## config.mk

```make
export PLATFORM = sky130hd
export DESIGN_NAME = binary_morphology_1d_circular_top_flat
export DESIGN_NICKNAME = d
export VERILOG_FILES = /design/src/hdl/bmc_pkg.sv /design/src/hdl/bmc_pix_if.sv /design/src/hdl/bmc_res_if.sv /design/src/hdl/bmc_rot_store.sv /design/src/hdl/bmc_win_unit.sv /design/src/hdl/binary_morphology_1d_circular_top.sv /design/src/flat_wrapper.sv
export SDC_FILE = /design/constraint.sdc
export NUM_CORES = 1
export LEC_CHECK = 0
export BUFFER_PORTS_ARGS = -buffer_cell sky130_fd_sc_hd__buf_2
export CAP_MARGIN = 40
export CORE_ASPECT_RATIO = 0.9
export CORE_MARGIN = 8
export CORE_UTILIZATION = 50
export DETAILED_ROUTE_END_ITERATION = 7
export PLACE_DENSITY = 0.66
export SYNTH_ARGS = -nofsm -noshare
export SYNTH_HDL_FRONTEND = slang
export SYNTH_SLANG_ARGS = --single-unit
```

## constraint.sdc

```tcl
create_clock -name clk -period 6.7 [get_ports clk]
set_input_delay 0.335 -clock clk [delete_from_list [all_inputs] [get_ports clk]]
set_output_delay 0.335 -clock clk [all_outputs]
set_load 0.01 [all_outputs]
```

## src/hdl/bmc_pkg.sv

```systemverilog
// shared types and constants for the circular binary morphology block
`default_nettype none

package bmc_pkg;

  // field and port widths
  localparam int FLEN_W     = 7;
  localparam int MODE_W     = 2;
  localparam int CFG_IDX_W  = 2;
  localparam int CFG_DATA_W = 7;

  // default frame capacity and structuring element divisor
  localparam int MAX_FRAME_DEF = 64;
  localparam int SE_DIVISOR    = 10;

  // register reset values
  localparam logic [FLEN_W-1:0] FLEN_RESET = 7'd64;

  // configuration register indexes
  localparam logic [CFG_IDX_W-1:0] REG_MODE         = 2'd0;
  localparam logic [CFG_IDX_W-1:0] REG_FRAME_LENGTH = 2'd1;

  // morphology operation
  typedef enum logic [MODE_W-1:0] {
    MODE_DILATE,
    MODE_ERODE,
    MODE_CLOSE,
    MODE_OPEN
  } mode_t;

  // sequencer states
  typedef enum logic [1:0] {
    ST_LOAD,
    ST_PASS1,
    ST_COPY,
    ST_FINAL
  } state_t;

  // frame store controls from the sequencer
  typedef struct packed {
    logic wr_en;
    logic rot_en;
    logic copy_en;
  } store_ctrl_t;

endpackage

`default_nettype wire

```

## src/hdl/bmc_pix_if.sv

```systemverilog
// input channel: one frame bit per transaction
`default_nettype none

interface bmc_pix_if;
  logic valid;
  logic ready;
  logic pixel_bit;

  modport source (output valid, output pixel_bit, input ready);
  modport sink (input valid, input pixel_bit, output ready);
endinterface

`default_nettype wire

```

## src/hdl/bmc_res_if.sv

```systemverilog
// output channel: one result bit per transaction
`default_nettype none

interface bmc_res_if;
  logic valid;
  logic ready;
  logic result_bit;
  logic result_last;

  modport source (output valid, output result_bit, output result_last, input ready);
  modport sink (input valid, input result_bit, input result_last, output ready);
endinterface

`default_nettype wire

```

## src/hdl/bmc_rot_store.sv

```systemverilog
// frame store with indexed load, whole-frame copy and circular rotation over the frame length
`default_nettype none

module bmc_rot_store #(
  parameter int MAX_FRAME = bmc_pkg::MAX_FRAME_DEF,
  parameter int MAX_W     = MAX_FRAME / bmc_pkg::SE_DIVISOR
) (
  input  wire                               clk,
  input  wire bmc_pkg::store_ctrl_t         ctrl,
  input  wire [$clog2(MAX_FRAME)-1:0]       wr_idx,
  input  wire                               wr_bit,
  input  wire [$clog2(MAX_FRAME+1)-1:0]     len,
  input  wire [MAX_FRAME-1:0]               copy_data,
  output logic [MAX_W-1:0]                  taps
);

  localparam int LW = $clog2(MAX_FRAME + 1);

  logic [MAX_FRAME-1:0] fr;
  logic [MAX_FRAME-1:0] rot;

  // rotate by one position within the first len bits
  always_comb begin
    rot = {fr[0], fr[MAX_FRAME-1:1]};
    for (int i = 0; i < MAX_FRAME; i++) begin
      if (LW'(i) + LW'(1) == len) begin
        rot[i] = fr[0];
      end
    end
  end

  // store update
  always_ff @(posedge clk) begin
    if (ctrl.copy_en) begin
      fr <= copy_data;
    end else if (ctrl.rot_en) begin
      fr <= rot;
    end else if (ctrl.wr_en) begin
      fr[wr_idx] <= wr_bit;
    end
  end

  // window taps at the head of the rotation
  assign taps = fr[MAX_W-1:0];

endmodule

`default_nettype wire

```

## src/hdl/bmc_win_unit.sv

```systemverilog
// shared window unit: masked or/and over the structuring element taps
`default_nettype none

module bmc_win_unit #(
  parameter int MAX_FRAME = bmc_pkg::MAX_FRAME_DEF,
  parameter int MAX_W     = MAX_FRAME / bmc_pkg::SE_DIVISOR
) (
  input  wire [MAX_W-1:0]                taps,
  input  wire [$clog2(MAX_FRAME+1)-1:0]  len,
  input  wire                            is_dilate,
  output logic                           r
);

  localparam int LW = $clog2(MAX_FRAME + 1);
  localparam int WW = $clog2(MAX_W + 1);

  logic [WW-1:0]    w;
  logic [MAX_W-1:0] mask;

  // element width is floor(len / divisor), found by threshold compares
  always_comb begin
    w = '0;
    for (int k = 1; k <= MAX_W; k++) begin
      if (len >= LW'(k * bmc_pkg::SE_DIVISOR)) begin
        w = w + WW'(1);
      end
    end
  end

  // taps inside the element
  always_comb begin
    for (int j = 0; j < MAX_W; j++) begin
      mask[j] = (WW'(j) < w);
    end
  end

  // empty element gives 0 for dilation and 1 for erosion
  assign r = is_dilate ? |(taps & mask) : &(taps | ~mask);

endmodule

`default_nettype wire

```

## src/hdl/binary_morphology_1d_circular_top.sv

```systemverilog
// top level: frame loading, pass sequencer and result output register
`default_nettype none

// Takes a binary frame one bit per transaction on pix. When the last bit
// of a frame arrives (frame_length, saturated to 1..MAX_FRAME, bits), the
// block stops taking input and runs the shared window unit over a rotating
// frame store, one frame position per cycle unless res stalls: dilation or
// erosion takes one pass; closing or opening takes a first pass into a pass
// store, a copy back and a second pass. Results of the last pass leave on
// res one per cycle through an output register, the final bit marked by
// result_last; a stalled res holds the sequencer. For a frame of L bits
// the element width is floor(L/10) and the window looks forward from each
// position, wrapping round the frame. Configuration is to be written while
// the block is idle; the block itself does not enforce this.

module binary_morphology_1d_circular_top #(
  parameter int MAX_FRAME = bmc_pkg::MAX_FRAME_DEF
) (
  input  wire                              clk,
  input  wire                              rst,
  bmc_pix_if.sink                          pix,
  bmc_res_if.source                        res,
  input  wire                              cfg_we,
  input  wire [bmc_pkg::CFG_IDX_W-1:0]     cfg_idx,
  input  wire [bmc_pkg::CFG_DATA_W-1:0]    cfg_data
);

  localparam int IW    = $clog2(MAX_FRAME);
  localparam int LW    = $clog2(MAX_FRAME + 1);
  localparam int FW    = bmc_pkg::FLEN_W;
  localparam int MAX_W = MAX_FRAME / bmc_pkg::SE_DIVISOR;

  bmc_pkg::state_t      state;
  bmc_pkg::state_t      state_next;
  bmc_pkg::store_ctrl_t ctrl;
  bmc_pkg::mode_t       mode;
  bmc_pkg::mode_t       mode_q;
  logic [FW-1:0]        frame_length;
  logic [LW-1:0]        len_eff;
  logic [LW-1:0]        len_q;
  logic [IW-1:0]        load_count;
  logic [IW-1:0]        pos;
  logic [MAX_FRAME-1:0] ps;
  logic [MAX_W-1:0]     taps;
  logic                 is_dilate;
  logic                 r;
  logic                 in_rdy;
  logic                 pix_acc;
  logic                 frame_end;
  logic                 two_pass;
  logic                 adv;
  logic                 pos_last;
  logic                 out_vld;
  logic                 out_bit;
  logic                 out_last;

  // configuration registers
  always_ff @(posedge clk) begin
    if (rst) begin
      mode         <= bmc_pkg::MODE_DILATE;
      frame_length <= bmc_pkg::FLEN_RESET;
    end else if (cfg_we) begin
      case (cfg_idx)
        bmc_pkg::REG_MODE: begin
          mode <= bmc_pkg::mode_t'(cfg_data[bmc_pkg::MODE_W-1:0]);
        end
        bmc_pkg::REG_FRAME_LENGTH: begin
          frame_length <= cfg_data[FW-1:0];
        end
        default: begin
        end
      endcase
    end
  end

  // effective frame length, saturated to 1..MAX_FRAME
  always_comb begin
    if (frame_length == '0) begin
      len_eff = LW'(1);
    end else if (frame_length > FW'(MAX_FRAME)) begin
      len_eff = LW'(MAX_FRAME);
    end else begin
      len_eff = LW'(frame_length);
    end
  end

  assign pix_acc   = pix.valid && in_rdy;
  assign frame_end = pix_acc && (LW'(load_count) + LW'(1) >= len_eff);
  assign two_pass  = (mode == bmc_pkg::MODE_CLOSE) || (mode == bmc_pkg::MODE_OPEN);
  assign adv       = (state == bmc_pkg::ST_FINAL) && (!out_vld || res.ready);
  assign pos_last  = (LW'(pos) + LW'(1) == len_q);

  // or for dilation passes, and for erosion passes
  always_comb begin
    if (state == bmc_pkg::ST_FINAL) begin
      is_dilate = (mode_q == bmc_pkg::MODE_DILATE) || (mode_q == bmc_pkg::MODE_OPEN);
    end else begin
      is_dilate = (mode_q == bmc_pkg::MODE_CLOSE);
    end
  end

  // state register
  always_ff @(posedge clk) begin
    if (rst) begin
      state <= bmc_pkg::ST_LOAD;
    end else begin
      state <= state_next;
    end
  end

  // next state and store controls
  always_comb begin
    state_next = state;
    ctrl       = '0;
    in_rdy     = 1'b0;
    case (state)
      bmc_pkg::ST_LOAD: begin
        in_rdy     = 1'b1;
        ctrl.wr_en = pix_acc;
        if (frame_end) begin
          state_next = two_pass ? bmc_pkg::ST_PASS1 : bmc_pkg::ST_FINAL;
        end
      end
      bmc_pkg::ST_PASS1: begin
        ctrl.rot_en = 1'b1;
        if (pos_last) begin
          state_next = bmc_pkg::ST_COPY;
        end
      end
      bmc_pkg::ST_COPY: begin
        ctrl.copy_en = 1'b1;
        state_next   = bmc_pkg::ST_FINAL;
      end
      bmc_pkg::ST_FINAL: begin
        ctrl.rot_en = adv;
        if (adv && pos_last) begin
          state_next = bmc_pkg::ST_LOAD;
        end
      end
      default: begin
        state_next = bmc_pkg::ST_LOAD;
      end
    endcase
  end

  assign pix.ready = in_rdy;

  // load counter
  always_ff @(posedge clk) begin
    if (rst) begin
      load_count <= '0;
    end else if (pix_acc) begin
      load_count <= frame_end ? '0 : load_count + IW'(1);
    end
  end

  // frame settings held for the passes
  always_ff @(posedge clk) begin
    if (frame_end) begin
      len_q  <= len_eff;
      mode_q <= mode;
    end
  end

  // position counter over the frame
  always_ff @(posedge clk) begin
    if (rst) begin
      pos <= '0;
    end else if ((state == bmc_pkg::ST_PASS1) || adv) begin
      pos <= pos_last ? '0 : pos + IW'(1);
    end
  end

  // first pass results
  always_ff @(posedge clk) begin
    if (state == bmc_pkg::ST_PASS1) begin
      ps[pos] <= r;
    end
  end

  bmc_rot_store #(
    .MAX_FRAME (MAX_FRAME),
    .MAX_W     (MAX_W)
  ) u_store (
    .clk       (clk),
    .ctrl      (ctrl),
    .wr_idx    (load_count),
    .wr_bit    (pix.pixel_bit),
    .len       (len_q),
    .copy_data (ps),
    .taps      (taps)
  );

  bmc_win_unit #(
    .MAX_FRAME (MAX_FRAME),
    .MAX_W     (MAX_W)
  ) u_win (
    .taps      (taps),
    .len       (len_q),
    .is_dilate (is_dilate),
    .r         (r)
  );

  // output register
  always_ff @(posedge clk) begin
    if (rst) begin
      out_vld <= 1'b0;
    end else if (adv) begin
      out_vld <= 1'b1;
    end else if (res.ready) begin
      out_vld <= 1'b0;
    end
  end

  always_ff @(posedge clk) begin
    if (adv) begin
      out_bit  <= r;
      out_last <= pos_last;
    end
  end

  assign res.valid       = out_vld;
  assign res.result_bit  = out_bit;
  assign res.result_last = out_last;

`ifndef SYNTHESIS
  // copy cycle always leads into the final pass
  a_copy_to_final: assert property (@(posedge clk) disable iff (rst)
    state == bmc_pkg::ST_COPY |=> state == bmc_pkg::ST_FINAL)
    else $error("copy not followed by final pass");

  // last emitted position returns to loading with a marked result
  a_last_emit: assert property (@(posedge clk) disable iff (rst)
    (adv && pos_last) |=> (state == bmc_pkg::ST_LOAD && res.valid && res.result_last))
    else $error("frame end not marked on output");

  // completed frame starts a pass and clears the load counter
  a_frame_start: assert property (@(posedge clk) disable iff (rst)
    frame_end |=> (load_count == '0 &&
                   (state == bmc_pkg::ST_PASS1 || state == bmc_pkg::ST_FINAL)))
    else $error("frame end did not start a pass");

  // position stays inside the frame during the passes
  a_pos_range: assert property (@(posedge clk) disable iff (rst)
    (state == bmc_pkg::ST_PASS1 || state == bmc_pkg::ST_FINAL) |-> LW'(pos) < len_q)
    else $error("position beyond frame length");

  // a pending unmarked result means the final pass is still running
  a_mid_frame: assert property (@(posedge clk) disable iff (rst)
    (res.valid && !res.result_last) |-> state == bmc_pkg::ST_FINAL)
    else $error("unmarked result pending outside final pass");
`endif

endmodule

`default_nettype wire
```

## src/flat_wrapper.sv

```systemverilog
// flat-port wrapper written by rule: the top's interface ports become plain ports
module binary_morphology_1d_circular_top_flat 
#(
  parameter int MAX_FRAME = bmc_pkg::MAX_FRAME_DEF
)
  (clk, rst, cfg_we, cfg_idx, cfg_data, pix_valid, pix_pixel_bit, pix_ready, res_valid, res_result_bit, res_result_last, res_ready);
  bmc_pix_if pix_i ();
  bmc_res_if res_i ();
  input  wire clk;
  input  wire rst;
  input  wire cfg_we;
  input  wire [bmc_pkg::CFG_IDX_W-1:0] cfg_idx;
  input  wire [bmc_pkg::CFG_DATA_W-1:0] cfg_data;
  input wire logic [$bits(pix_i.valid)-1:0] pix_valid;
  input wire logic [$bits(pix_i.pixel_bit)-1:0] pix_pixel_bit;
  output wire logic [$bits(pix_i.ready)-1:0] pix_ready;
  output wire logic [$bits(res_i.valid)-1:0] res_valid;
  output wire logic [$bits(res_i.result_bit)-1:0] res_result_bit;
  output wire logic [$bits(res_i.result_last)-1:0] res_result_last;
  input wire logic [$bits(res_i.ready)-1:0] res_ready;
  assign pix_i.valid = pix_valid;
  assign pix_i.pixel_bit = pix_pixel_bit;
  assign pix_ready = pix_i.ready;
  assign res_valid = res_i.valid;
  assign res_result_bit = res_i.result_bit;
  assign res_result_last = res_i.result_last;
  assign res_i.ready = res_ready;
  binary_morphology_1d_circular_top #(.MAX_FRAME(MAX_FRAME)) u_core (.clk(clk), .rst(rst), .pix(pix_i), .res(res_i), .cfg_we(cfg_we), .cfg_idx(cfg_idx), .cfg_data(cfg_data));
endmodule
```

==> results.txt, run 1 <==
The part of the cycle the worst path needs is 71.87%. The worst supply voltage drop on vdd is 244.7 uV. The most used flip-flop cell after synthesis is sky130_fd_sc_hd__edfxtp_1.

The total routing resource utilization after global routing came out at 23.91%. The layout cell share with drive strength beyond 1 is 8.461%. The first global-routing pass estimated 43810 um of wire. The flow ran to the end, but the final reports show violations. The number of global-route vias before repair came out at 7289. The library cell contributing the largest single delay on the critical path is sky130_fd_sc_hd__edfxtp_1. The number of fill cells came out at 1746.

The post-synthesis instance total came out at 1134. The number of enable flip-flop cells after synthesis is 139. The starting utilization of the core area came out at 50.32%. The share of Yosys cell area claimed by the top area cell type is 43.70%. The maximum clock frequency is 207.7 MHz. For this run, the detailed router's first-pass iteration total came to 8. The launch point of the worst hold path is cfg_data[5]. The static leakage came out at 0.003486 uW. The area of the mapped netlist is 0.009550 sq mm. The critical path startpoint is u_core.len_q[6]. The count of buffer and inverter cells on the critical path came out at 3. The critical path goes through or3_1, nor2b_1, inv_1, ha_1, or2_2, ha_1, o21ai_0, a21oi_2, nor2_1, o21a_1, ha_1, nand2_1, xnor3_2, nor3b_2, a211oi_1, a22oi_1, o2bb2ai_4, buf_12, buf_4.

For this block, the routed nets add up to 28740 um of wire. Hold repair after CTS inserted 0 buffers. After synthesis, the netlist uses 57 different library cells. For this run, the register share of the synthesized area comes to 48.74%.

The die boundary width came out at 161.7 um. For this design the top-level I/O count stands at 19. Post-CTS timing repair inserted 0 buffers for setup. The hold violation total from the final report is 0. The worst hold path belongs to the class in -> reg. The antenna diode count came out at 0. The count of nets left with antenna violations once routing finished came out at 0. The worst flop-to-flop path startpoint is u_core.len_q[6]. The type of origin of the critical path is a register. On the worst path, the slowest cell contributes a delay of 0.60 ns. The number of remaining DRC errors is 2.

The worst slack on hold paths came out at 0.1388 ns. The detailed placer's ending HPWL came out at 19700 um. The number of nets handed over by synthesis was 1167.

The count of buffers inserted at the top-level ports came out at 18. The number of placed instances, taps included is 1329. The number of buffers added by the clock tree synthesis step is 17.

Summed over all layers, the global routing overflow is 0. The initial antenna violation count came out at 0. Clock skew on the completed layout was measured at 0.01347 ns. Measured against its own limit, the worst slew margin works out to 36.14%. The switching component of the power came out at 1515 uW. The area of the multi-input gates is 0.004533 sq mm.

The number of violations reported at the end of detailed-routing iteration 0 came out at 1265. The maximum count of clock buffers along a single path is 2. The core region is 0.01898 sq mm. The flip-flop and latch count after synthesis is 163. The worst setup path is captured at a register. The total vias in the final route came out at 8332. Setup violations remaining at the end of the flow were counted as 0. The cell at the root of the clock tree is sky130_fd_sc_hd__clkbuf_16. The internal power of the cells came out at 2424 uW. By area the synthesized netlist is led by sky130_fd_sc_hd__edfxtp_1 44%, sky130_fd_sc_hd__nand2_1 8.3%, sky130_fd_sc_hd__o21ai_0 7.7%.

The critical path is of the reg -> reg type. The time the final worst path needs with I/O delays and setup is 4.815 ns. The required time of the worst setup path came out at 6.96 ns.

The kind of cell adding the most delay to the critical path is simple AND/OR/NAND/NOR gates. The register clock-pin slew on the reported worst setup and hold paths is 0.07 ns. The floorplan step set the die height to 147.1 um. Yosys instantiated no cell more often than sky130_fd_sc_hd__nand2_1. By count the netlist is led by 211 x sky130_fd_sc_hd__nand2_1, 147 x sky130_fd_sc_hd__o21ai_0, 139 x sky130_fd_sc_hd__edfxtp_1, 139 x sky130_fd_sc_hd__nor2_1, 129 x sky130_fd_sc_hd__a21oi_1.

The actual slew at the worst max-slew pin came out at 0.9543 ns. The detail-routed via count per cell is 6.122. Setup repair after global routing left no endpoint under its margin.

The final instance count without filler cells came out at 1361. The checks that failed: DRC. The area of the die came out at 0.02379 sq mm.

sky130_fd_sc_hd__edfxtp_1 takes more of the synthesized area than any other cell. The post-layout utilization of the core is 54.95%. The clock drives 163 sinks. The cell row count is 48. The wire length per cell after detailed routing came out at 21.11 um.

The clock network fraction of total power came out at 26.1%. The arrival time of the worst setup path came out at 5.08 ns. The number of nets in the layout came out at 1131. The summed negative setup slack over all endpoints is 0 ns. The async set or reset register ratio after synthesis came out at 0%. In this run the power density over the cells is 377.7 mW/mm^2. The most numerous cell type found on the critical path is sky130_fd_sc_hd__ha_1.

The highest fanout seen on the critical path came out at 45. The growth of design area from synthesis to finish came out at 9.197%. The TritonCTS clock tree is done. The number of synthesis warnings came out at 0. The largest net degree at the start of global routing came out at 70. The worst-skew pair later-pin latency is 0.43 ns. Gates resized during post-CTS repair numbered 0. The number of slew-limit violations in the final report is 0. The post-synthesis area per instance came out at 8.422 sq um. The relative contribution of sequential cells to total power came out at 41.0%.

The logic gate share of total power came out at 32.8%. The H-tree depth reported by CTS is 4. The placer's final routability congestion estimate is 0.8972.

The sequential cell area came out at 0.004654 sq mm. The max capacitance violation total came out at 0. Net switching is 38.45% of the power.
==> cell type report <==
class | instances | area share [%]
tap | 250 | 2.999
inverter | 19 | 0.6839
multi-input combinational | 862 | 43.47
timing repair buffer | 35 | 2.184
sequential | 163 | 44.63
clock inverter | 15 | 1.956
clock buffer | 17 | 4.079
==> cell usage in the layout (no fill, tap or decap), types with 17 or more instances in the layout <==
| cell | Yosys | layout |
|---|---|---|
| sky130_fd_sc_hd__inv_1 | 19 | 19 |
| sky130_fd_sc_hd__edfxtp_1 | 139 | 139 |
| sky130_fd_sc_hd__a21oi_1 | 129 | 129 |
| sky130_fd_sc_hd__nor2_1 | 139 | 137 |
| sky130_fd_sc_hd__o21ai_0 | 147 | 147 |
| sky130_fd_sc_hd__nand2_1 | 211 | 211 |
| sky130_fd_sc_hd__nand3_1 | 59 | 59 |
| sky130_fd_sc_hd__ha_1 | 18 | 17 |
| sky130_fd_sc_hd__buf_2 | 2 | 22 |
| sky130_fd_sc_hd__clkbuf_16 | 0 | 17 |
| sky130_fd_sc_hd__dfxtp_1 | 24 | 24 |
| sky130_fd_sc_hd__mux2i_1 | 18 | 18 |
==> through the flow <==
step                      power (uW)  instance area, sq um  setup slack (ns)
after detailed placement        2886                  9799             1.948
after global placement          2846                  9744             1.815
after floorplan                 2492                  9550            0.9747
after CTS                       3910                 10430             1.912
after global routing            4140                 10430             1.575
final                           3939                 10430             1.885
==> cells by family after synthesis <==
group	after synthesis	share of synthesized area, %
and+or+nand+nor	491	22.52
AOI/OAI and AO/OA	310	17.63
DFF	163	48.74
buffers and inverters	109	4.389
xor gates and xnor gates	24	2.358
muxes	19	2.004
adders and majority gates	18	2.358
==> state kept, by name, summed over array words and instances, names as in the netlist, 2 cells and up <==
signal,flops
u_core.state,2
u_core.load_count,6
u_core.pos,6
u_core.mode,2
u_core.ps,64
u_core.frame_length,7
u_core.u_store.fr,64
u_core.mode_q,2
u_core.len_q,7
==> power groups by stage <==
stage / clock network [uW] / logic [uW] / registers, uW
after floorplan: 0 / 919 / 1570
after global placement: 0 / 1220 / 1630
after detailed placement: 0 / 1250 / 1630
after CTS: 1040 / 1260 / 1610
after global routing: 1080 / 1430 / 1630
final: 1030 / 1290 / 1620
==> worst register-to-register path, stage by stage, from the launching register on <==
cell	delay, ns
sky130_fd_sc_hd__edfxtp_1	0.60
sky130_fd_sc_hd__or3_1	0.58
sky130_fd_sc_hd__nor2b_1	0.19
sky130_fd_sc_hd__inv_1	0.06
sky130_fd_sc_hd__ha_1	0.22
sky130_fd_sc_hd__or2_2	0.33
sky130_fd_sc_hd__ha_1	0.35
sky130_fd_sc_hd__o21ai_0	0.12
sky130_fd_sc_hd__a21oi_2	0.15
sky130_fd_sc_hd__nor2_1	0.05
sky130_fd_sc_hd__o21a_1	0.16
sky130_fd_sc_hd__ha_1	0.18
sky130_fd_sc_hd__nand2_1	0.07
sky130_fd_sc_hd__xnor3_2	0.34
sky130_fd_sc_hd__nor3b_2	0.20
sky130_fd_sc_hd__a211oi_1	0.06
sky130_fd_sc_hd__a22oi_1	0.34
sky130_fd_sc_hd__o2bb2ai_4	0.16
sky130_fd_sc_hd__buf_12	0.22
sky130_fd_sc_hd__buf_4	0.28
==> metal layers <==
metal  up-vias  wire (um)  track usage [%]
li1       3892          -                -
met1      3905      12550            36.57
met2       491      11650            31.93
met3        42       4022            6.769
met4         2        442            5.828
met5         -         71            2.592
==> path summary, 6_finish.rpt <==
| path | slack, ns | endpoint | cells past startpoint |
|---|---|---|---|
| max | 1.88 | u_core.ps[22] | 19 |
| min | 0.14 | u_core.frame_length[5] | 3 |
| max reg2reg | 1.88 | u_core.ps[22] | 19 |
| min reg2reg | 0.45 | u_core.mode_q[0] | 0 |
Note: power is estimated with default switching activity, not from simulation.
==> run 2: changes to the inputs <==
--- a/config.mk
+++ b/config.mk
@@ -11,7 +11,7 @@
 export CORE_MARGIN = 8
 export CORE_UTILIZATION = 50
 export DETAILED_ROUTE_END_ITERATION = 7
-export PLACE_DENSITY = 0.66
+export PLACE_DENSITY = 0.68
 export SYNTH_ARGS = -nofsm -noshare
 export SYNTH_HDL_FRONTEND = slang
 export SYNTH_SLANG_ARGS = --single-unit
==> constraint.sdc (replaced) <==
create_clock -name clk -period 4.3 [get_ports clk]
set_input_delay 0.215 -clock clk [delete_from_list [all_inputs] [get_ports clk]]
set_output_delay 0.215 -clock clk [all_outputs]
set_load 0.01 [all_outputs]
==> run 2 against run 1 <==
Largest cell class unchanged. The run now ends clean. Combinational power up 64%. Sequential power up 54%. Highest routed layer is now met4. Maximum frequency grew 16%. Routed wire length is 0.73% higher.
==> results.txt, run 2 (synthesized netlist as in run 1, its figures left out) <==
The flow ran to the end, and the final reports show no timing, DRC or antenna violations. The global routing stage identified its most utilized layer as met1. The total routing resource utilization after global routing is 23.93% (about the same). The max capacitance violation total is 0 (unchanged). The static leakage is 0.003545 uW (+1.7%). The number of remaining DRC errors is 0 (-2). The final instance count without filler cells is 1373 (+0.88%). The starting utilization of the core area was 50.32% (unchanged). The count of buffer and inverter cells on the critical path came to 2 (-1). The highest fanout seen on the critical path is 32 (-29%). The wire length per cell after detailed routing is 21.08 um (-0.15%). The overflow left after global routing came to 0 (unchanged). The delay of the slowest critical-path stage was 0.41 ns (-0.19 ns).

The final count of negative-setup-slack endpoints came out at 0 (unchanged). The part of the cycle the worst path needs came to 96.20% (+24 points). The setup skew after layout is 0.01069 ns (-0.002783 ns). The number of buffers added by the clock tree synthesis step came to 17 (unchanged).

The worst supply voltage drop on vdd was 321.6 uV (+31%). The detail-routed via count per cell came out at 6.188 (+1.1%). The largest net degree at the start of global routing was 94 (+34%). The routing usage on met2 is 32.85% (+0.92 points).

The count of buffers inserted at the top-level ports is 18 (unchanged). The number of slew-limit violations in the final report was 0 (unchanged). The number of nets still failing antenna checks after routing is 0 (unchanged). The maximum count of clock buffers along a single path is 2 (unchanged). The sink count of the clock tree came out at 163 (unchanged). The initial antenna violation count is 0 (unchanged). The library cells used most frequently in the layout, excluding fill and tap cells, are 211 x sky130_fd_sc_hd__nand2_1, 147 x sky130_fd_sc_hd__o21ai_0, 139 x sky130_fd_sc_hd__edfxtp_1. The tree is rooted in a sky130_fd_sc_hd__clkbuf_16. The setup path with the least slack is of type reg -> reg.

The time the final worst path needs with I/O delays and setup is 4.136 ns (-0.6789 ns). The die boundary width came to 161.7 um (unchanged). The actual slew at the worst max-slew pin came out at 0.9160 ns (-0.03833 ns). STA classifies the critical path endpoint as a register. The power per standard cell area was 580.3 mW/mm^2 (+54%). The worst-skew pair later-pin latency is 0.43 ns (about the same). The arrival time of the worst setup path came out at 4.31 ns (-0.77 ns). In the final layout, the registers with the most flip-flops are u_core.ps: 64 flops, u_core.u_store.fr: 64 flops.

The met1 global-route usage came out at 36.15% (-0.42 points). The wire length of the first global-routing pass came out at 44060 um (+0.57%). The slowest stage of the critical path is the sky130_fd_sc_hd__or3_1 cell. The number of placed instances, taps included is 1336 (+0.53%).

Walking the worst path, the cells encountered are or3_1, nor2b_2, inv_1, ha_1, or2_2, ha_4, o21ai_0, a21oi_2, nor2_1, o21a_1, ha_1, nand2_1, xnor3_2, a22oi_1, nor2_1, a211oi_2, o2bb2ai_4, buf_12. The area of the die came out at 0.02379 sq mm (unchanged). The register clock-pin slew on the reported worst setup and hold paths came out at 0.06 ns (about the same).

TritonCTS built the clock tree. The layout cell share with drive strength beyond 1 is 9.528% (+1.1 points). The library cell used most frequently in the layout, excluding fill and tap cells, is sky130_fd_sc_hd__nand2_1. The required time of the worst setup path is 4.47 ns (-2.49 ns).

The number of violations reported at the end of detailed-routing iteration 0 is 1440 (+14%). The first-pass iteration count of the detailed router came to 5 (-3). The summed negative setup slack over all endpoints came out at 0 ns (unchanged). The number of nets in the layout is 1143 (+1.1%). The H-tree depth reported by CTS is 4 (unchanged).

The detailed placer's ending HPWL came to 19810 um (+0.54%). The antenna diode count came out at 0 (unchanged). The number of primary I/O pins is 19 (unchanged).

The cell row count came out at 48 (unchanged). The floorplan core area came out at 0.01898 sq mm (unchanged). Relative to the synthesized area, the layout overhead comes to 10.59%.

The slack of the worst reg-to-reg path is 0.16 ns (-1.72 ns). The sum of internal, switching and leakage power is 6129 uW (+56%). The setup slack at placement is 0.1752 ns (-1.772 ns). The maximum clock frequency is 241.8 MHz (+16%). The slack of the critical path was 0.1636 ns (-1.721 ns). In this design, the largest share of critical-path delay is due to simple AND/OR/NAND/NOR gates. The number of global-route vias before repair was 7492 (+2.8%).

The global routing usage on met3 is 5.762% (-1.0 points). In this run the worst hold path is classified as in -> reg. The final wirelength came out at 28950 um (+0.73%). The count of hold buffers inserted by post-cts repair was 0 (unchanged). The y dimension of the die is 147.1 um (unchanged).

The placer's final routability congestion estimate is 0.9335 (+4.0%). The worst setup path is launched from a register. The hold violation total from the final report is 0 (unchanged).

The total vias in the final route was 8496 (+2.0%). The headroom to the max-slew limit was 38.71% (+2.6 points).
## run 2: repair_timing
action / CTS / global route
endpoints found under the hold margin: 0 / 0
gates resized for setup: 0 / 2
setup buffers: 0 / 2
endpoints found under the setup margin: 0 / 64
## run 2: through the flow
| step | utilization (%) | area (sq um) | hold slack [ns] |
|---|---|---|---|
| after floorplan | - | 9604 | 0.3589 |
| after global placement | 51.74 | 9819 | 0.4143 |
| after detailed placement | 52.15 | 9897 | 0.4152 |
| after CTS | 55.22 | 10480 | 0.01146 |
| after global routing | 55.65 | 10560 | 0.03285 |
| final | 55.65 | 10560 | 0.01774 |
## run 2: worst reg2reg max path, cell delays in order, from the launching register on
cell	delay (ns)
sky130_fd_sc_hd__edfxtp_1	0.38
sky130_fd_sc_hd__or3_1	0.41
sky130_fd_sc_hd__nor2b_2	0.15
sky130_fd_sc_hd__inv_1	0.06
sky130_fd_sc_hd__ha_1	0.21
sky130_fd_sc_hd__or2_2	0.34
sky130_fd_sc_hd__ha_4	0.29
sky130_fd_sc_hd__o21ai_0	0.10
sky130_fd_sc_hd__a21oi_2	0.16
sky130_fd_sc_hd__nor2_1	0.06
sky130_fd_sc_hd__o21a_1	0.17
sky130_fd_sc_hd__ha_1	0.19
sky130_fd_sc_hd__nand2_1	0.11
sky130_fd_sc_hd__xnor3_2	0.32
sky130_fd_sc_hd__a22oi_1	0.21
sky130_fd_sc_hd__nor2_1	0.08
sky130_fd_sc_hd__a211oi_2	0.23
sky130_fd_sc_hd__o2bb2ai_4	0.18
sky130_fd_sc_hd__buf_12	0.21
## run 2: final timing paths
| check | start | end | depth (start not counted) |
|---|---|---|---|
| worst max register to register | u_core.len_q[6] | u_core.ps[29] | 18 |
| worst max-delay path | u_core.len_q[6] | u_core.ps[29] | 18 |
| worst min register to register | u_core.mode[0] | u_core.mode_q[0] | 0 |
| worst min-delay path | cfg_data[4] | u_core.frame_length[4] | 3 |
## run 2: layout make-up
type                    instances  area (sq um)
flip-flops and latches        163          4654
inverters                      19         71.32
well taps                     250         312.8
multi-input cells             863          4581
clock buffers                  19         432.9
fillers                      1738          8417
clock inverters                13         150.1
repair buffers                 46         359.1
## run 2: per-layer routing
| layer | share of wire [%] | wire, um | vias to the layer above |
|---|---|---|---|
| met3 | 13 | 3821 | 56 |
| met1 | 43 | 12390 | 4010 |
| li1 | - | - | 3918 |
| met4 | 2.1 | 619 | 0 |
| met2 | 42 | 12110 | 512 |
| met5 | 0 | 0 | - |
## run 2: power breakdown
part | switching (uW) | internal (uW)
logic | 1470 | 640
registers | 155 | 2330
clock network | 671 | 866
